--- src/sv/canopen_led_indicator_defines.svh ---
// assertion macros shared by the indicator blocks
`ifndef CANOPEN_LED_INDICATOR_DEFINES_SVH
`define CANOPEN_LED_INDICATOR_DEFINES_SVH

// same-cycle implication, checked out of reset
`define CO_ASSERT_IMP(label, clk, rst_n, ante, cons, msg) \
    label: assert property (@(posedge clk) disable iff (!rst_n) (ante) |-> (cons)) \
        else $error(msg);

// next-cycle implication, checked out of reset
`define CO_ASSERT_NXT(label, clk, rst_n, ante, cons, msg) \
    label: assert property (@(posedge clk) disable iff (!rst_n) (ante) |=> (cons)) \
        else $error(msg);

`endif

--- src/sv/coled_pkg.sv ---
package coled_pkg;

    localparam int unsigned TICK_US_DEF = 50000;

    localparam int unsigned ELAPSED_W = 20;
    localparam int unsigned REM_W     = 16;
    localparam int unsigned ACC_W     = 21;
    localparam int unsigned NSTATE_W  = 3;
    localparam int unsigned PAT_W     = 8;
    localparam int unsigned FLASH_W   = 4;
    localparam int unsigned FLASH_NUM = 4;

    // bitmap layout
    localparam int unsigned BIT_FLICKER = 0;
    localparam int unsigned BIT_BLINK   = 1;
    localparam int unsigned BIT_FLASH1  = 2;
    localparam int unsigned BIT_FLASH2  = 3;
    localparam int unsigned BIT_FLASH3  = 4;
    localparam int unsigned BIT_FLASH4  = 5;
    localparam int unsigned BIT_LED     = 7;

    // bits carried over on a tick that is not a quarter boundary
    localparam logic [PAT_W-1:0] KEEP_MASK = 8'h7E;

    localparam logic [NSTATE_W-1:0] NODE_INIT    = 3'd0;
    localparam logic [NSTATE_W-1:0] NODE_PREOP   = 3'd1;
    localparam logic [NSTATE_W-1:0] NODE_OPER    = 3'd2;
    localparam logic [NSTATE_W-1:0] NODE_STOPPED = 3'd3;

    typedef struct packed {
        logic [NSTATE_W-1:0] node_state;
        logic                lss_config;
        logic                bus_off;
        logic                bus_warning;
        logic                rpdo_error;
        logic                sync_error;
        logic                heartbeat_error;
        logic                other_error;
        logic                firmware_download;
    } flags_t;

    typedef struct packed {
        logic load;
        logic tick;
        logic commit;
    } cmd_t;

    typedef struct packed {
        logic tick_due;
    } status_t;

    typedef struct packed {
        logic [FLASH_W-1:0] cnt;
        logic               red;
        logic               grn;
    } flash_res_t;

    // one step of an n-flash counter: odd counts light red, even counts green,
    // wrap to zero when the period is reached
    function automatic flash_res_t flash_step(input logic [FLASH_W-1:0] cnt,
                                              input logic [FLASH_W-1:0] lim,
                                              input logic [FLASH_W-1:0] period);
        flash_res_t         r;
        logic [FLASH_W-1:0] c;
        c     = cnt + 4'd1;
        r.cnt = c;
        r.red = 1'b0;
        r.grn = 1'b0;
        if (c != 4'd0 && c <= lim)
        begin
            r.red = c[0];
            r.grn = !c[0];
        end
        else if (c == period)
        begin
            r.cnt = 4'd0;
        end
        return r;
    endfunction

endpackage

--- src/sv/coled_dp.sv ---
`include "canopen_led_indicator_defines.svh"

module coled_dp #(
    parameter int unsigned TICK_US = coled_pkg::TICK_US_DEF
) (
    input  logic                                clk,
    input  logic                                rst_n,
    input  logic [coled_pkg::ELAPSED_W-1:0]     elapsed_us,
    input  coled_pkg::flags_t                   flags_in,
    input  coled_pkg::cmd_t                     cmd,
    output coled_pkg::status_t                  status,
    output logic [coled_pkg::PAT_W-1:0]         red_pattern,
    output logic [coled_pkg::PAT_W-1:0]         green_pattern,
    output logic [coled_pkg::REM_W-1:0]         time_to_next_us
);

    logic [coled_pkg::ACC_W-1:0]   acc_reg;
    logic [coled_pkg::REM_W-1:0]   rem_reg;
    logic [coled_pkg::REM_W-1:0]   time_next_reg;
    logic [1:0]                    quarter_reg;
    logic [coled_pkg::FLASH_W-1:0] flash_cnt_reg [coled_pkg::FLASH_NUM];
    logic [coled_pkg::FLASH_W-1:0] flash_cnt_next [coled_pkg::FLASH_NUM];
    logic [coled_pkg::PAT_W-1:0]   red_bits_reg;
    logic [coled_pkg::PAT_W-1:0]   green_bits_reg;
    logic [coled_pkg::PAT_W-1:0]   work_rd_reg;
    logic [coled_pkg::PAT_W-1:0]   work_gr_reg;
    logic [coled_pkg::PAT_W-1:0]   tick_rd;
    logic [coled_pkg::PAT_W-1:0]   tick_gr;
    logic                          tick_seen_reg;
    coled_pkg::flags_t             flags_reg;
    coled_pkg::flash_res_t         flash_res [coled_pkg::FLASH_NUM];
    logic                          red_co;
    logic                          green_co;

    assign status.tick_due = (acc_reg >= coled_pkg::ACC_W'(TICK_US));

    always_comb
    begin
        for (int i = 0; i < coled_pkg::FLASH_NUM; i++)
        begin
            flash_res[i] = coled_pkg::flash_step(flash_cnt_reg[i],
                                                 coled_pkg::FLASH_W'(2 * i + 2),
                                                 coled_pkg::FLASH_W'(2 * i + 6));
        end
    end

    // working bitmaps of one tick, built from the stored bitmaps and the flash counters
    always_comb
    begin
        tick_rd = '0;
        tick_gr = '0;
        for (int i = 0; i < coled_pkg::FLASH_NUM; i++)
        begin
            flash_cnt_next[i] = flash_cnt_reg[i];
        end
        if (quarter_reg == 2'd3)
        begin
            if (!red_bits_reg[coled_pkg::BIT_BLINK])
                tick_rd[coled_pkg::BIT_BLINK] = 1'b1;
            else
                tick_gr[coled_pkg::BIT_BLINK] = 1'b1;
            for (int i = 0; i < coled_pkg::FLASH_NUM; i++)
            begin
                flash_cnt_next[i]                  = flash_res[i].cnt;
                tick_rd[coled_pkg::BIT_FLASH1 + i] = flash_res[i].red;
                tick_gr[coled_pkg::BIT_FLASH1 + i] = flash_res[i].grn;
            end
        end
        else
        begin
            tick_rd = red_bits_reg & coled_pkg::KEEP_MASK;
            tick_gr = green_bits_reg & coled_pkg::KEEP_MASK;
        end
        if (!red_bits_reg[coled_pkg::BIT_FLICKER])
            tick_rd[coled_pkg::BIT_FLICKER] = 1'b1;
        else
            tick_gr[coled_pkg::BIT_FLICKER] = 1'b1;
    end

    // led selection by fixed priority
    always_comb
    begin
        if (flags_reg.bus_off)
            red_co = 1'b1;
        else if (flags_reg.node_state == coled_pkg::NODE_INIT)
            red_co = work_rd_reg[coled_pkg::BIT_FLICKER];
        else if (flags_reg.rpdo_error)
            red_co = work_rd_reg[coled_pkg::BIT_FLASH4];
        else if (flags_reg.sync_error)
            red_co = work_rd_reg[coled_pkg::BIT_FLASH3];
        else if (flags_reg.heartbeat_error)
            red_co = work_rd_reg[coled_pkg::BIT_FLASH2];
        else if (flags_reg.bus_warning)
            red_co = work_rd_reg[coled_pkg::BIT_FLASH1];
        else if (flags_reg.other_error)
            red_co = work_rd_reg[coled_pkg::BIT_BLINK];
        else
            red_co = 1'b0;

        if (flags_reg.lss_config)
            green_co = work_gr_reg[coled_pkg::BIT_FLICKER];
        else if (flags_reg.firmware_download)
            green_co = work_gr_reg[coled_pkg::BIT_FLASH3];
        else if (flags_reg.node_state == coled_pkg::NODE_STOPPED)
            green_co = work_gr_reg[coled_pkg::BIT_FLASH1];
        else if (flags_reg.node_state == coled_pkg::NODE_PREOP)
            green_co = work_gr_reg[coled_pkg::BIT_BLINK];
        else if (flags_reg.node_state == coled_pkg::NODE_OPER)
            green_co = 1'b1;
        else
            green_co = 1'b0;
    end

    always_ff @(posedge clk or negedge rst_n)
    begin
        if (!rst_n)
        begin
            acc_reg        <= '0;
            rem_reg        <= '0;
            time_next_reg  <= coled_pkg::REM_W'(TICK_US);
            quarter_reg    <= '0;
            red_bits_reg   <= '0;
            green_bits_reg <= '0;
            tick_seen_reg  <= 1'b0;
            for (int i = 0; i < coled_pkg::FLASH_NUM; i++)
            begin
                flash_cnt_reg[i] <= '0;
            end
        end
        else
        begin
            if (cmd.load)
            begin
                acc_reg       <= coled_pkg::ACC_W'(rem_reg) + coled_pkg::ACC_W'(elapsed_us);
                tick_seen_reg <= 1'b0;
            end
            else if (cmd.tick)
            begin
                acc_reg       <= acc_reg - coled_pkg::ACC_W'(TICK_US);
                quarter_reg   <= quarter_reg + 2'd1;
                tick_seen_reg <= 1'b1;
                for (int i = 0; i < coled_pkg::FLASH_NUM; i++)
                begin
                    flash_cnt_reg[i] <= flash_cnt_next[i];
                end
            end
            if (cmd.commit)
            begin
                rem_reg       <= acc_reg[coled_pkg::REM_W-1:0];
                time_next_reg <= coled_pkg::REM_W'(TICK_US) - acc_reg[coled_pkg::REM_W-1:0];
                if (tick_seen_reg)
                begin
                    red_bits_reg   <= work_rd_reg | (coled_pkg::PAT_W'(red_co)
                                                     << coled_pkg::BIT_LED);
                    green_bits_reg <= work_gr_reg | (coled_pkg::PAT_W'(green_co)
                                                     << coled_pkg::BIT_LED);
                end
            end
        end
    end

    always_ff @(posedge clk)
    begin
        if (cmd.load)
            flags_reg <= flags_in;
        if (cmd.tick)
        begin
            work_rd_reg <= tick_rd;
            work_gr_reg <= tick_gr;
        end
    end

    assign red_pattern     = red_bits_reg;
    assign green_pattern   = green_bits_reg;
    assign time_to_next_us = time_next_reg;

    `CO_ASSERT_IMP(a_rem_range, clk, rst_n, 1'b1,
                   (rem_reg < coled_pkg::REM_W'(TICK_US)), "remainder out of range")
    `CO_ASSERT_IMP(a_commit_settled, clk, rst_n, cmd.commit, !status.tick_due,
                   "commit with a tick still due")
    `CO_ASSERT_NXT(a_quarter_step, clk, rst_n, cmd.tick,
                   (quarter_reg == $past(quarter_reg) + 2'd1), "quarter count skipped")

endmodule

--- src/sv/coled_ctrl.sv ---
`include "canopen_led_indicator_defines.svh"

module coled_ctrl (
    input  logic               clk,
    input  logic               rst_n,
    input  logic               in_valid,
    output logic               in_ready,
    output logic               out_valid,
    input  logic               out_ready,
    input  coled_pkg::status_t status,
    output coled_pkg::cmd_t    cmd
);

    typedef enum logic [2:0] {
        S_IDLE   = 3'b001,
        S_TICK   = 3'b010,
        S_FINISH = 3'b100
    } state_t;

    state_t state_reg;
    state_t state_next;
    logic   out_valid_reg;
    logic   out_valid_next;

    always_comb
    begin
        state_next = state_reg;
        cmd        = '0;
        in_ready   = 1'b0;
        case (state_reg)
            S_IDLE:
            begin
                in_ready = 1'b1;
                if (in_valid)
                begin
                    cmd.load   = 1'b1;
                    state_next = S_TICK;
                end
            end
            S_TICK:
            begin
                if (status.tick_due)
                    cmd.tick = 1'b1;
                else
                    state_next = S_FINISH;
            end
            S_FINISH:
            begin
                // the output slot must be free before the stored bitmaps move
                if (!out_valid_reg || out_ready)
                begin
                    cmd.commit = 1'b1;
                    state_next = S_IDLE;
                end
            end
            default:
            begin
                state_next = S_IDLE;
            end
        endcase
    end

    always_comb
    begin
        if (cmd.commit)
            out_valid_next = 1'b1;
        else if (out_ready)
            out_valid_next = 1'b0;
        else
            out_valid_next = out_valid_reg;
    end

    always_ff @(posedge clk or negedge rst_n)
    begin
        if (!rst_n)
        begin
            state_reg     <= S_IDLE;
            out_valid_reg <= 1'b0;
        end
        else
        begin
            state_reg     <= state_next;
            out_valid_reg <= out_valid_next;
        end
    end

    assign out_valid = out_valid_reg;

    `CO_ASSERT_IMP(a_commit_free, clk, rst_n, cmd.commit, (!out_valid_reg || out_ready),
                   "result overwritten while stalled")
    `CO_ASSERT_NXT(a_commit_valid, clk, rst_n, cmd.commit, out_valid_reg,
                   "committed result not presented")
    `CO_ASSERT_IMP(a_tick_due, clk, rst_n, cmd.tick, status.tick_due,
                   "tick without a whole period")

endmodule

--- src/sv/canopen_led_indicator.sv ---
// canopen indicator led generator, error (red) and run (green) leds
// input request: in_valid/in_ready with elapsed_us, node_state and the
// fault and mode flags; taken whenever the block is idle
// result: out_valid/out_ready with both pattern bitmaps, both led levels
// and time_to_next_us, held in the output registers until taken
// an item with N = floor((remainder + elapsed_us) / TICK_US) whole periods
// runs from accept to the next accept through a load step, a pass through
// the shared tick step for each of the N periods of TICK_US, a settling
// step and a commit step; the result is registered at the commit step
// a new request is accepted while the previous result still waits
// if the receiver stalls, the finished item waits in the commit state and
// the stored bitmaps stay as shown; no further request is accepted then
// reset clears the remainder, the quarter and flash counters and both
// bitmaps, and leaves no result pending
module canopen_led_indicator #(
    parameter int unsigned TICK_US = coled_pkg::TICK_US_DEF
) (
    input  logic                                clk,
    input  logic                                rst_n,
    input  logic                                in_valid,
    output logic                                in_ready,
    input  logic [coled_pkg::ELAPSED_W-1:0]     elapsed_us,
    input  logic [coled_pkg::NSTATE_W-1:0]      node_state,
    input  logic                                lss_config,
    input  logic                                bus_off,
    input  logic                                bus_warning,
    input  logic                                rpdo_error,
    input  logic                                sync_error,
    input  logic                                heartbeat_error,
    input  logic                                other_error,
    input  logic                                firmware_download,
    output logic                                out_valid,
    input  logic                                out_ready,
    output logic [coled_pkg::PAT_W-1:0]         red_pattern,
    output logic [coled_pkg::PAT_W-1:0]         green_pattern,
    output logic                                red_led,
    output logic                                green_led,
    output logic [coled_pkg::REM_W-1:0]         time_to_next_us
);

    coled_pkg::flags_t  flags;
    coled_pkg::cmd_t    cmd;
    coled_pkg::status_t status;

    assign flags.node_state        = node_state;
    assign flags.lss_config        = lss_config;
    assign flags.bus_off           = bus_off;
    assign flags.bus_warning       = bus_warning;
    assign flags.rpdo_error        = rpdo_error;
    assign flags.sync_error        = sync_error;
    assign flags.heartbeat_error   = heartbeat_error;
    assign flags.other_error       = other_error;
    assign flags.firmware_download = firmware_download;

    coled_ctrl u_ctrl (
        .clk       (clk),
        .rst_n     (rst_n),
        .in_valid  (in_valid),
        .in_ready  (in_ready),
        .out_valid (out_valid),
        .out_ready (out_ready),
        .status    (status),
        .cmd       (cmd)
    );

    coled_dp #(
        .TICK_US (TICK_US)
    ) u_dp (
        .clk             (clk),
        .rst_n           (rst_n),
        .elapsed_us      (elapsed_us),
        .flags_in        (flags),
        .cmd             (cmd),
        .status          (status),
        .red_pattern     (red_pattern),
        .green_pattern   (green_pattern),
        .time_to_next_us (time_to_next_us)
    );

    assign red_led   = red_pattern[coled_pkg::BIT_LED];
    assign green_led = green_pattern[coled_pkg::BIT_LED];

endmodule
--- config.mk ---
export PLATFORM = sky130hd
export DESIGN_NAME = canopen_led_indicator
export DESIGN_NICKNAME = d
export VERILOG_FILES = /design/src/sv/coled_pkg.sv /design/src/sv/coled_dp.sv /design/src/sv/coled_ctrl.sv /design/src/sv/canopen_led_indicator.sv
export VERILOG_INCLUDE_DIRS = /design/src /design/src/sv
export SDC_FILE = /design/constraint.sdc
export NUM_CORES = 1
export LEC_CHECK = 0
export BUFFER_PORTS_ARGS = -buffer_cell sky130_fd_sc_hd__buf_2
export CAP_MARGIN = 5
export CORE_MARGIN = 2
export CORE_UTILIZATION = 42
export CTS_CLUSTER_DIAMETER = 50
export DETAILED_ROUTE_END_ITERATION = 8
export GPL_TIMING_DRIVEN = 0
export PLACE_DENSITY = 0.72
export SLEW_MARGIN = 30
export SYNTH_ARGS = -nofsm -noshare
export SYNTH_HDL_FRONTEND = slang
export SYNTH_HIERARCHICAL = 1
export SYNTH_SLANG_ARGS = --single-unit
export TNS_END_PERCENT = 20
--- constraint.sdc ---
create_clock -name clk -period 3.8 [get_ports clk]
set_clock_uncertainty 0.05 [all_clocks]
set_input_delay 0.38 -clock clk [delete_from_list [all_inputs] [get_ports clk]]
set_output_delay 0.38 -clock clk [all_outputs]
set_load 0.03 [all_outputs]
==> metrics.md <==
| Metric | Value |
|---|---|
| Synth Instances | approximately 620 |
| Initial drt markers | 233 |
| Worst skew pair latency | ~0.41 ns |
| Peak VDD IR | roughly 360 uV |
| Via count | 4856 |
| Synth Flop Type | dfrtp_1 |
| Status | completed |
| P&R area growth vs syn | 19.1% |
| Detail Route Antenna Nets | 0 |
| Die ar. | 16500 sq um |
| Vias in the first global route | 4711 |
| Pre-CTS setup slack | ~0.014 ns |
| Top-area cell type share of the netlist area | 0.324 |
| Post-synthesis sequential area ratio | 0.467 |
| # setup viols final | 0 |
| Slowest CP cell | nor4_2 |
| Initial antenna violation count | 0 |
| WP data arrival | between 3 and 4 ns |
| Die X | ~130 um |
| Mapped Area | 6500 sq um |
| Share of cells above drive strength 1 | 0.250 |
| CTS tree | done |
| Hold Fails Final Rpt | 0 |
| CP delay by family, top | simple AND/OR/NAND/NOR gates |
| Top cells by area, synth | dfrtp_1, edfxtp_1, mux2_2 |
| Max frequency | about 290 MHz |
| Leak | 0.00340 uW |
| Worst path cell trace | clkbuf_1, nor4_2, and2_1, a21oi_1, or3_1, and4bb_4, buf_2, nor2b_1, nand2_1, clkbuf_1, o21ai_0, nand2_1 |
| GRT overflow | 0 |
| Crit path buf inv count | 3 |
| Avg Cell Area, Syn | between 10 and 15 sq um |
| First-pass GRT wire length | 23200 um |
| Core Region | 15100 sq um |
| Critical path class | reg -> reg |
| Share of async-settable or async-resettable flops after synthesis | 0.784 |
| Final worst setup slack | around 0.37 ns |
| Final min period | about 3.4 ns |
| Clk sink count | ~120 |
| Drt wl/cell | roughly 15 um |
| Post-Syn Nets | 687 |
| Placed Instance Area | a little over 7000 sq um |
| Clock transition at path regs | around 0.050 ns |
| GP Congestion | 0.853 |
| Measured slew at the worst slew-check pin | 0.783 ns |
| Max Cap Viol | 0 |
| Critical path peak fanout | 10 |
| HPWL after DPL | just over 10000 um |
| Area leader, netlist | dfrtp_1 |
| Die Ht | ~130 um |
| FF+latch count, synth | approximately 120 |
| Post-synth EDFFs | 25 |
| Ant. Diodes | 0 |
| Synth Warn # | 6 |
| RSZ-0062 raised after global routing | no |
| Fin area | slightly below 8000 sq um |
| Max FFs per register | 21 |
| Max Slew Vio Count | 0 |
| PD cells | roughly 670 nW/um^2 |
| Crit start category | flop |
| Starting Density | 0.429 |
| GRT Total Usage | 0.181 |
| # nets final | 779 |
| Synth cell types | 70 |
| CTS buffer count | 17 |
| Vias per cell | between 5 and 6 |
| Largest net degree at the start of global routing | 73 |
| TritonRoute pass-1 iters | 4 |
| Critical Path End Type | flop |
| WL final | roughly 14000 um |
| I/O pin total | 71 |
| PortBufs | 70 |
| H-Tree Depth | 4 |
| Max_slew headroom | 0.476 |
| Clock root buffer | clkbuf_16 |
| Period utilisation layout | 0.903 |
| CP required | between 4 and 5 ns |
| Hold crit path type | in -> reg |
| Fin Setup TNS | 0 ns |
| Row count | 45 |
| Maximum clock path buffer count | 2 |
| Crit path largest cell delay | 0.45 ns |
| DRC errors left | 0 |
## Yosys cell counts (all sizes together) (3+ instances only)
library cell / instances
a31oi: 8
a21o: 4
or3: 3
and2: 7
mux2: 47
ha: 29
nand3b: 6
nor2: 45
a311oi: 5
nor4: 3
xor2: 17
o21a: 6
a211oi: 3
inv: 25
o32ai: 3
a21oi: 41
clkbuf: 14
o21bai: 3
o22ai: 3
o21ai: 39
dfstp: 7
nor3b: 3
nand3: 10
nor2b: 15
edfxtp: 25
and4bb: 4
nor3: 16
buf: 17
nand2b: 5
dfrtp: 84
mux2i: 4
nand2: 53
xnor2: 35
## path summary, 6_finish.rpt
| kind | startpoint | to | slack (ns) | cells after the start |
|---|---|---|---|---|
| setup / recovery | u_dp/acc_reg[10]$_DFFE_PN0N_ | u_dp/flash_cnt_reg[14]$_DFFE_PN0P_ | 0.37 | 12 |
| hold / removal | bus_warning | u_dp/flags_reg[5]$_DFFE_PP_ | 0.1 | 1 |
| setup reg to reg | u_dp/acc_reg[10]$_DFFE_PN0N_ | u_dp/flash_cnt_reg[14]$_DFFE_PN0P_ | 0.37 | 12 |
| hold reg to reg | u_dp/time_to_next_us[9]$_DFFE_PN1P_ | u_dp/time_to_next_us[9]$_DFFE_PN1P_ | 0.42 | 2 |
| max in group asynchronous | rst_n | u_dp/time_to_next_us[6]$_DFFE_PN1P_ | 2.70 | 3 |
| min in group asynchronous | rst_n | u_dp/green_pattern[3]$_DFFE_PN0P_ | 0.34 | 2 |
## routing by layer
metal / global-route usage / vias to the layer above / routed length (um)
met4: 0.0698 / 0 / 277
met5: 0 / - / 0
met3: 0.0441 / 20 / 724
met1: 0.229 / 2314 / 6260
li1: - / 2404 / -
met2: 0.301 / 118 / 6850
## layout make-up
cell class                 instances  area (sq um)
fill                            1352          7410
multi-input combinational        450          3230
sequential                       116          3040
clock buffer                      26           563
timing repair buffer              73           402
tap                              188           235
buffer                            31           144
inverter                          25          93.8
clock inverter                     6          35.0
## layout by cell type (no fill, tap or decap), types with 10 or more instances in the layout
cell type  instances
dfrtp_1           84
buf_2             75
nand2_1           53
mux2_2            46
nor2_1            45
a21oi_1           39
o21ai_0           37
xnor2_1           35
ha_1              29
inv_1             25
edfxtp_1          25
clkbuf_16         20
xor2_1            17
nor3_1            16
clkbuf_1          15
nor2b_1           15
nand3_1           10
## power by group
part / total (uW) / internal, uW / switching (uW)
Combinational: 1740 / 739 / 1000
Sequential: 1880 / 1610 / 276
Clock: 1540 / 1010 / 529
## stage by stage
stage / total power, uW / hold WS [ns] / std cells / util
6_report: 5170 / 0.0993 / 915 / 0.511
5_1_grt: 5510 / 0.0866 / 915 / 0.511
3_5_place_dp: 3630 / 0.200 / 881 / 0.470
3_3_place_gp: 3590 / 0.407 / 880 / 0.468
4_1_cts: 5210 / 0.0789 / 914 / 0.510
2_1_floorplan: 3170 / 0.0344 / 622 / -
## timing repair
item                                    in CTS  in global routing
endpoints found under the hold margin       19                  0
resized for setup                            1                  0
hold buffers                                 1                  0
setup buffers                                0                  1
endpoints found under the setup margin       1                  9
## logic make-up (layout without fill, tap and decap cells)
kind of cell | count (synthesis) | count (layout) | synth area share
XOR/XNOR | 52 | 52 | 0.0701
flip-flops | 116 | 116 | 0.467
AND/OR/NAND/NOR | 184 | 184 | 0.147
multiplexers | 51 | 51 | 0.0882
buffers and inverters | 56 | 161 | 0.0366
AO/OA/AOI/OAI | 133 | 133 | 0.132
adder cells (fa/ha/maj) | 30 | 30 | 0.0589
(Power assumes the default switching activity.)
